===== src/rtl/multi_timer_expiry_queue_defines.svh =====
// assertion macros for the timer queue
`ifndef MULTI_TIMER_EXPIRY_QUEUE_DEFINES_SVH
`define MULTI_TIMER_EXPIRY_QUEUE_DEFINES_SVH
`ifndef SYNTHESIS
`define MTQ_ASSERT_IMP(label, clk, rst_n, ante, cons) \
	label: assert property (@(posedge clk) disable iff (!rst_n) (ante) |-> (cons)) \
		else $error("assertion failed");
`define MTQ_ASSERT_NEXT(label, clk, rst_n, ante, cons) \
	label: assert property (@(posedge clk) disable iff (!rst_n) (ante) |=> (cons)) \
		else $error("assertion failed");
`else
`define MTQ_ASSERT_IMP(label, clk, rst_n, ante, cons)
`define MTQ_ASSERT_NEXT(label, clk, rst_n, ante, cons)
`endif
`endif


===== src/rtl/mteq_pkg.sv =====
`timescale 1ns / 1ps
// ----------------------------------------------------------------------------
// mteq_pkg
// types and constants shared by the timer queue modules
// ----------------------------------------------------------------------------
package mteq_pkg;
	localparam int unsigned DefSlots = 16;
	localparam int unsigned RemW = 17;

	typedef enum logic [1:0] {
		OP_TICK   = 2'd0,
		OP_START  = 2'd1,
		OP_CANCEL = 2'd2,
		OP_NONE   = 2'd3
	} op_t;

	typedef enum logic [1:0] {
		RES_ACK    = 2'd0,
		RES_EXPIRY = 2'd1,
		RES_IDLE   = 2'd2,
		RES_RSVD   = 2'd3
	} res_kind_t;

	typedef enum logic [2:0] {
		ST_IDLE,
		ST_SUB,
		ST_SCAN,
		ST_EMIT,
		ST_DONE
	} state_t;

	// controller to datapath
	typedef struct packed {
		logic load;      // start or cancel write of request slot
		logic sub;       // subtract step from all active slots
		logic scan_clr;  // reset scan pointer and found flag
		logic scan_step; // compare one slot
		logic retire;    // emit best and reload or free it
		logic none;      // emit the held expiry as last, or an idle result
		logic ack;       // emit acknowledge
	} cmd_t;

	// datapath to controller
	typedef struct packed {
		logic scan_end;
		logic found;
	} stat_t;
endpackage


===== src/rtl/mteq_ctrl.sv =====
`timescale 1ns / 1ps
// ----------------------------------------------------------------------------
// mteq_ctrl
// sequencer: ack start and cancel; for a tick subtract, scan for earliest pending slot, emit, repeat
// ----------------------------------------------------------------------------
`include "multi_timer_expiry_queue_defines.svh"
module mteq_ctrl (
	input  logic               clk,
	input  logic               arst_n,
	input  logic               start,
	input  logic [1:0]         op,
	input  mteq_pkg::stat_t    stat,
	output logic               busy,
	output mteq_pkg::cmd_t     cmd
);
	mteq_pkg::state_t state_q, state_d;

	always_ff @(posedge clk or negedge arst_n) begin
		if (!arst_n) state_q <= mteq_pkg::ST_IDLE;
		else state_q <= state_d;
	end

	always_comb begin
		state_d = state_q;
		unique case (state_q)
			mteq_pkg::ST_IDLE: begin
				if (start && op == mteq_pkg::OP_TICK) state_d = mteq_pkg::ST_SUB;
			end
			mteq_pkg::ST_SUB: state_d = mteq_pkg::ST_SCAN;
			mteq_pkg::ST_SCAN: begin
				if (stat.scan_end) state_d = mteq_pkg::ST_EMIT;
			end
			mteq_pkg::ST_EMIT: begin
				if (stat.found) state_d = mteq_pkg::ST_SCAN;
				else state_d = mteq_pkg::ST_DONE;
			end
			mteq_pkg::ST_DONE: state_d = mteq_pkg::ST_IDLE;
			default: state_d = mteq_pkg::ST_IDLE;
		endcase
	end

	always_comb begin
		cmd = '0;
		busy = 1'b1;
		unique case (state_q)
			mteq_pkg::ST_IDLE: begin
				busy = 1'b0;
				cmd.load = start && (op == mteq_pkg::OP_START || op == mteq_pkg::OP_CANCEL);
				cmd.ack = cmd.load;
			end
			mteq_pkg::ST_SUB: begin
				cmd.sub = 1'b1;
				cmd.scan_clr = 1'b1;
			end
			mteq_pkg::ST_SCAN: cmd.scan_step = 1'b1;
			mteq_pkg::ST_EMIT: begin
				cmd.retire = stat.found;
				cmd.scan_clr = 1'b1;
			end
			mteq_pkg::ST_DONE: cmd.none = 1'b1;
			default: busy = 1'b1;
		endcase
	end

	`MTQ_ASSERT_NEXT(a_sub_to_scan, clk, arst_n, state_q == mteq_pkg::ST_SUB, state_q == mteq_pkg::ST_SCAN)
	`MTQ_ASSERT_IMP(a_idle_not_busy, clk, arst_n, state_q == mteq_pkg::ST_IDLE, !busy)
	`MTQ_ASSERT_IMP(a_one_cmd, clk, arst_n, 1'b1, $onehot0({cmd.retire, cmd.none, cmd.ack}))
endmodule


===== src/rtl/mteq_datapath.sv =====
`timescale 1ns / 1ps
// ----------------------------------------------------------------------------
// mteq_datapath
// per-slot counters and data, serial min scan, result register
// ----------------------------------------------------------------------------
`include "multi_timer_expiry_queue_defines.svh"
module mteq_datapath #(
	parameter int unsigned TIMER_SLOTS = mteq_pkg::DefSlots
) (
	input  logic            clk,
	input  logic            arst_n,
	input  mteq_pkg::cmd_t  cmd,
	input  logic [7:0]      step,
	input  logic [3:0]      slot,
	input  logic [15:0]     period,
	input  logic [3:0]      timer_kind,
	input  logic [15:0]     user_word,
	input  logic            repeat_req,
	input  logic [1:0]      op,
	output mteq_pkg::stat_t stat,
	output logic            done,
	output logic [1:0]      kind,
	output logic [3:0]      expired_slot,
	output logic [3:0]      expired_kind,
	output logic [15:0]     expired_word,
	output logic            last
);
	localparam int unsigned IdxW = $clog2(TIMER_SLOTS);
	localparam int unsigned CntW = $clog2(TIMER_SLOTS + 1);

	logic signed [mteq_pkg::RemW-1:0] rem_q [TIMER_SLOTS];
	logic [15:0] per_q [TIMER_SLOTS];
	logic [3:0]  tag_q [TIMER_SLOTS];
	logic [15:0] word_q [TIMER_SLOTS];
	logic [TIMER_SLOTS-1:0] rep_q, act_q, pend_q;

	logic [CntW-1:0] ptr_q;
	logic [IdxW-1:0] best_q;
	logic            found_q;
	logic            any_q;
	logic signed [mteq_pkg::RemW-1:0] best_rem_q;

	logic [IdxW-1:0] pidx;
	logic            in_range;
	logic [IdxW-1:0] sidx;

	assign pidx = ptr_q[IdxW-1:0];
	assign in_range = 32'(slot) < TIMER_SLOTS;
	assign sidx = IdxW'(slot);
	assign stat.scan_end = ptr_q == CntW'(TIMER_SLOTS - 1);
	assign stat.found = found_q;

	always_ff @(posedge clk or negedge arst_n) begin
		if (!arst_n) begin
			act_q <= '0;
			pend_q <= '0;
			for (int i = 0; i < TIMER_SLOTS; i++) rem_q[i] <= '0;
		end else begin
			if (cmd.load && in_range) begin
				if (op == mteq_pkg::OP_START) begin
					rem_q[sidx] <= mteq_pkg::RemW'({1'b0, period});
					act_q[sidx] <= 1'b1;
				end else begin
					rem_q[sidx] <= '0;
					act_q[sidx] <= 1'b0;
				end
			end
			if (cmd.sub) begin
				for (int i = 0; i < TIMER_SLOTS; i++) begin
					if (act_q[i]) begin
						rem_q[i] <= rem_q[i] - mteq_pkg::RemW'({1'b0, step});
						pend_q[i] <= $signed(rem_q[i] - mteq_pkg::RemW'({1'b0, step})) <= 0;
					end else begin
						pend_q[i] <= 1'b0;
					end
				end
			end
			if (cmd.retire) begin
				pend_q[best_q] <= 1'b0;
				if (rep_q[best_q]) begin
					rem_q[best_q] <= mteq_pkg::RemW'({1'b0, per_q[best_q]});
				end else begin
					rem_q[best_q] <= '0;
					act_q[best_q] <= 1'b0;
				end
			end
		end
	end

	// data fields, written only by start
	always_ff @(posedge clk) begin
		if (cmd.load && in_range && op == mteq_pkg::OP_START) begin
			per_q[sidx] <= period;
			tag_q[sidx] <= timer_kind;
			word_q[sidx] <= user_word;
			rep_q[sidx] <= repeat_req;
		end
	end

	// serial minimum search, one slot per cycle
	always_ff @(posedge clk or negedge arst_n) begin
		if (!arst_n) begin
			ptr_q <= '0;
			found_q <= 1'b0;
			any_q <= 1'b0;
			best_q <= '0;
			best_rem_q <= '0;
		end else begin
			if (cmd.sub) any_q <= 1'b0;
			if (cmd.retire) any_q <= 1'b1;
			if (cmd.scan_clr) begin
				ptr_q <= '0;
				found_q <= 1'b0;
			end else if (cmd.scan_step) begin
				if (pend_q[pidx] && (!found_q || rem_q[pidx] < best_rem_q)) begin
					found_q <= 1'b1;
					best_q <= pidx;
					best_rem_q <= rem_q[pidx];
				end
				if (!stat.scan_end) ptr_q <= ptr_q + 1'b1;
			end
		end
	end

	// result register; last of an expiry is known only after the next scan,
	// so expiries are held one round and released when the next round ends
	logic            hold_q;
	logic [3:0]      h_slot_q, h_kind_q;
	logic [15:0]     h_word_q;
	logic            done_q;
	logic [1:0]      kind_q;
	logic [3:0]      slot_q, ekind_q;
	logic [15:0]     word_q2;
	logic            last_q;

	always_ff @(posedge clk or negedge arst_n) begin
		if (!arst_n) begin
			done_q <= 1'b0;
			hold_q <= 1'b0;
		end else begin
			if (cmd.ack) begin
				done_q <= 1'b1;
			end else if (cmd.retire) begin
				hold_q <= 1'b1;
				done_q <= hold_q;
			end else if (cmd.none) begin
				done_q <= 1'b1;
				hold_q <= 1'b0;
			end else begin
				done_q <= 1'b0;
			end
		end
	end

	always_ff @(posedge clk) begin
		if (cmd.ack) begin
			kind_q <= mteq_pkg::RES_ACK;
			slot_q <= slot;
			ekind_q <= '0;
			word_q2 <= '0;
			last_q <= 1'b1;
		end else if (cmd.retire) begin
			kind_q <= mteq_pkg::RES_EXPIRY;
			slot_q <= h_slot_q;
			ekind_q <= h_kind_q;
			word_q2 <= h_word_q;
			last_q <= 1'b0;
			h_slot_q <= 4'(best_q);
			h_kind_q <= tag_q[best_q];
			h_word_q <= word_q[best_q];
		end else if (cmd.none) begin
			last_q <= 1'b1;
			if (hold_q || any_q) begin
				kind_q <= mteq_pkg::RES_EXPIRY;
				slot_q <= h_slot_q;
				ekind_q <= h_kind_q;
				word_q2 <= h_word_q;
			end else begin
				kind_q <= mteq_pkg::RES_IDLE;
				slot_q <= '0;
				ekind_q <= '0;
				word_q2 <= '0;
			end
		end
	end

	assign done = done_q;
	assign kind = kind_q;
	assign expired_slot = slot_q;
	assign expired_kind = ekind_q;
	assign expired_word = word_q2;
	assign last = last_q;

	`MTQ_ASSERT_IMP(a_retire_pending, clk, arst_n, cmd.retire, pend_q[best_q] && act_q[best_q])
	`MTQ_ASSERT_NEXT(a_ack_last, clk, arst_n, cmd.ack, done && last)
	`MTQ_ASSERT_IMP(a_scan_range, clk, arst_n, cmd.scan_step, ptr_q < CntW'(TIMER_SLOTS))
endmodule


===== src/rtl/multi_timer_expiry_queue.sv =====
`timescale 1ns / 1ps
// start or cancel is acknowledged in the cycle after the request; busy stays low
// a tick runs the serial slot scan (one slot per cycle) that picks each next expiry
// results appear one cycle each on done; the receiver cannot stall them
// reset clears all slots to inactive and tick_step to 1
// ----------------------------------------------------------------------------
// multi_timer_expiry_queue
// timer engine with per-slot counts, expiries in deadline order
// ----------------------------------------------------------------------------
module multi_timer_expiry_queue #(
	parameter int unsigned TIMER_SLOTS = mteq_pkg::DefSlots
) (
	input  logic        clk,
	input  logic        arst_n,
	input  logic        start,
	output logic        busy,
	input  logic [1:0]  op,
	input  logic [3:0]  slot,
	input  logic [15:0] period,
	input  logic [3:0]  timer_kind,
	input  logic [15:0] user_word,
	input  logic        repeat_req,
	output logic        done,
	output logic [1:0]  kind,
	output logic [3:0]  expired_slot,
	output logic [3:0]  expired_kind,
	output logic [15:0] expired_word,
	output logic        last,
	input  logic        psel,
	input  logic        penable,
	input  logic        pwrite,
	input  logic [1:0]  paddr,
	input  logic [31:0] pwdata,
	output logic [31:0] prdata,
	output logic        pready
);
	logic [7:0] step_q;
	mteq_pkg::cmd_t  cmd;
	mteq_pkg::stat_t stat;

	assign pready = 1'b1;
	assign prdata = (paddr == 2'd0) ? {24'd0, step_q} : 32'd0;

	always_ff @(posedge clk or negedge arst_n) begin
		if (!arst_n) step_q <= 8'd1;
		else if (psel && penable && pwrite && paddr == 2'd0) step_q <= pwdata[7:0];
	end

	mteq_ctrl u_ctrl (
		.clk(clk), .arst_n(arst_n), .start(start), .op(op),
		.stat(stat), .busy(busy), .cmd(cmd)
	);

	mteq_datapath #(.TIMER_SLOTS(TIMER_SLOTS)) u_dp (
		.clk(clk), .arst_n(arst_n), .cmd(cmd), .step(step_q),
		.slot(slot), .period(period), .timer_kind(timer_kind),
		.user_word(user_word), .repeat_req(repeat_req), .op(op),
		.stat(stat), .done(done), .kind(kind), .expired_slot(expired_slot),
		.expired_kind(expired_kind), .expired_word(expired_word), .last(last)
	);
endmodule


===== config.mk =====
export PLATFORM = sky130hd
export DESIGN_NAME = multi_timer_expiry_queue
export DESIGN_NICKNAME = d
export VERILOG_FILES = /design/src/rtl/mteq_pkg.sv /design/src/rtl/mteq_ctrl.sv /design/src/rtl/mteq_datapath.sv /design/src/rtl/multi_timer_expiry_queue.sv
export VERILOG_INCLUDE_DIRS = /design/src /design/src/rtl
export SDC_FILE = /design/constraint.sdc
export NUM_CORES = 2
export LEC_CHECK = 0
export BUFFER_PORTS_ARGS = -buffer_cell sky130_fd_sc_hd__buf_4
export CAP_MARGIN = 20
export CORE_MARGIN = 2
export CORE_UTILIZATION = 45
export DETAILED_ROUTE_END_ITERATION = 7
export SLEW_MARGIN = 20
export SYNTH_ARGS = -nofsm -noshare
export SYNTH_HDL_FRONTEND = slang
export SYNTH_HIERARCHICAL = 1
export SYNTH_SLANG_ARGS = --single-unit

===== constraint.sdc =====
create_clock -name clk -period 12.1 [get_ports clk]
set_input_delay 2.42 -clock clk [delete_from_list [all_inputs] [get_ports clk]]
set_output_delay 2.42 -clock clk [all_outputs]
set_load 0.02 [all_outputs]

==> results.cfg <==
[outcome]
status = complete, no violations

[global_route]
grt_start_max_net_pins = 154
grt_first_pass_wirelength_mm = 269
overflow = 0
grtUsageTotal_pct = 30.2
grt_pass1_vias = 38200
grt_antenna_before_repair = 17

[power_and_ir_drop]
switchingPower_w = 0.00490
switching_share_pct = 38.3
pwr-share-comb_pct = 37.4
clkPwrFrac_pct = 26.9
p_int_w = 0.00790
ir_drop_mv = 0.153
seq_power_share_pct = 35.7
leakage_nw = 20.9
power_density_nw_per_um2 = 213

[clocking]
cts_sinks = 988
tritoncts = built
clkTransAtPathRegs_ns = 0.06
cts_buffer_depth = 3
postCtsSetupBuffers = 0
clock_latency_ns = 0.74
cts_buffers = 103
h-tree-depth = 3
cts_hold_buf = 0
cts_resized = 0
cts_root_buf = clkbuf_16

[synth]
synthesis.area_um2 = 54000
async_flop_share_pct = 34.9
yosysWarnings = 6
synth_seq_cells = 988
ys.flop_type = edfxtp_1
synth_cell_types = 93
synth_edf_count = 620
yosysSeqAreaShare_pct = 51.4
avgSynthCellArea_um2 = 12.0
synthCells = 4504

[setup_path]
reg2reg_to = u_dp/best_rem_q[15]$_DFFE_PN0P_
required_ns = 12.44
reg2reg_depth = 12
worstSetupStartpointType = input pin
worstSetupPathType = input pin to flip-flop
critPathLaunch = op[0]
end_kind = flip-flop
cp-endpoint = u_dp/per_q[3][1]$_DFFE_PP_
crit_fanout = 38
timing.rr.start = u_dp/ptr_q[0]$_DFFE_PN0P_
rrSetupSlack_ns = 6.50
arrival_ns = 6.16

[placement]
place_inst = 5994
placed_cell_area_um2 = 56200
dp.final_hpwl_mm = 115
routabilityCongestion = 0.973
io_buffers = 95

[job]
max_cap_viol_count = 0

[floorplan]
start_util_pct = 45.1
dieArea_um2 = 123000
num_rows = 127
core_region_area_um2 = 119000
dieWidth_um = 350
die_h_um = 350
io_pins = 145

[timing]
hold_violations = 0
drv_slew = 0
relSlewSlack_pct = 19.9
period_minus_slack_ns = 5.82
worstMarginPinSlew_ns = 1.20
fin_tns_setup_ns = 0
period_share_pct = 48.1
max_freq_mhz = 172
setup_viol = 0
fin_skew_ns = 0.0490
rsz0062_at_grt = no

[route]
dr.pass1.iters = 6
antenna_left = 0
wl_per_cell_um = 30.2
vias_per_cell = 6.70
remaining_drc_errors = 0
via_count = 41500
drt-initial-drc-count = 5678
wl_mm = 187

[final_layout]
final_net_count = 4734
stdcell_area_um2 = 60000
finalNonFillerCells = 6193
area_growth_pct = 11.2
layout-drive-gt1-share_pct = 16.5
final_common_cell = edfxtp_1
layout_common_cells = edfxtp_1, nand2_1, dfrtp_1, o21ai_0, mux4_2

[hold_path]
hp-class = flip-flop to flip-flop
hold_start = u_dp/h_kind_q[1]$_DFFE_PP_
==> layout make-up <==
type	instances	area (um2)
clock inverter	56	845
sequential	988	27700
inverter	106	398
fill	10500	59500
multi-input combinational	3112	24800
timing repair buffer	177	1350
antenna	3	7.51
clock buffer	139	2840
tap	1612	2020
==> critical path: stages <==
cell	delay, ns
buf_4	0.09
inv_1	0.04
ha_1	0.26
nand2_1	0.06
nor2_2	0.74
and3_1	0.75
nand2_1	0.76
nor2_4	0.23
buf_4	0.66
==> sequential cells by signal (all words and copies together) (netlist names), 8 cells and up <==
name               flops
step_q                 8
u_dp/act_q            16
u_dp/best_rem_q       17
u_dp/expired_word     16
u_dp/h_word_q         16
u_dp/pend_q           16
u_dp/per_q           256
u_dp/rem_q           272
u_dp/rep_q            16
u_dp/tag_q            64
u_dp/word_q          256
==> synthesized netlist by cell type (92+ instances only) <==
cell      number  area share (%)
dfrtp_1      344              16
nand3_1       92            0.85
nor3_1       100            0.93
mux4_2       272              11
nand2_1      378             2.6
edfxtp_1     620              35
a21oi_1      218             2.0
nor2_1       249             1.7
ha_1         147             3.4
o211ai_1     268             3.7
clkbuf_1     228             1.6
inv_1        106            0.74
o21ai_0      311             2.9
==> cell families (layout without fill, tap and decap cells) <==
kind of cell,count (synthesis),in the layout,share of synthesized area [%]
DFF,988,988,51.4
xor gates and xnor gates,119,119,1.93
muxes,329,329,12.5
adders and majority gates,163,163,4.00
other,2,28,0.0139
AOI/OAI and AO/OA,1337,1337,16.6
buffers and inverters,427,478,3.31
and+or+nand+nor,1139,1139,10.2
==> per-stage QoR <==
| step | total power (W) | hold WS [ns] | util, % | setup slack (ns) |
|---|---|---|---|---|
| final | 0.0128 | 0.442 | 50.2 | 6.28 |
| after floorplan | 0.00769 | 0.420 | - | 6.09 |
| after detailed placement | 0.00924 | 0.445 | 47.1 | 5.66 |
| after global placement | 0.00919 | 0.447 | 47.1 | 5.67 |
| after global routing | 0.0134 | 0.461 | 50.2 | 6.11 |
| after CTS | 0.0127 | 0.444 | 50.2 | 6.41 |
==> power groups by stage <==
stage	sequential, W	clock, W	combinational (W)
global route	0.00459	0.00363	0.00514
finish	0.00457	0.00344	0.00478
floorplan	0.00424	0	0.00345
global placement	0.00459	0	0.00460
CTS	0.00453	0.00349	0.00467
detailed placement	0.00460	0	0.00465
==> worst min path at each step <==
stage | endpoint | slack [ns] | cells past startpoint
3_3_place_gp | u_dp/expired_kind[1]$_SDFFE_PP0N_ | 0.45 | 1
6_report | u_dp/expired_kind[1]$_SDFFE_PP0N_ | 0.44 | 1
4_1_cts | u_dp/expired_kind[1]$_SDFFE_PP0N_ | 0.44 | 1
3_5_place_dp | u_dp/expired_word[10]$_SDFFE_PP0N_ | 0.45 | 1
2_1_floorplan | u_dp/h_slot_q[1]$_DFFE_PP_ | 0.42 | 0
5_1_grt | u_dp/expired_kind[1]$_SDFFE_PP0N_ | 0.46 | 1
==> routing by layer <==
layer,up-vias,wire length (um),track usage [%]
li1,17600,-,-
met3,486,18600,6.20
met4,18,10700,15.0
met1,21000,76900,43.0
met2,2359,80600,43.9
met5,-,156,0
(Power assumes the default switching activity.)
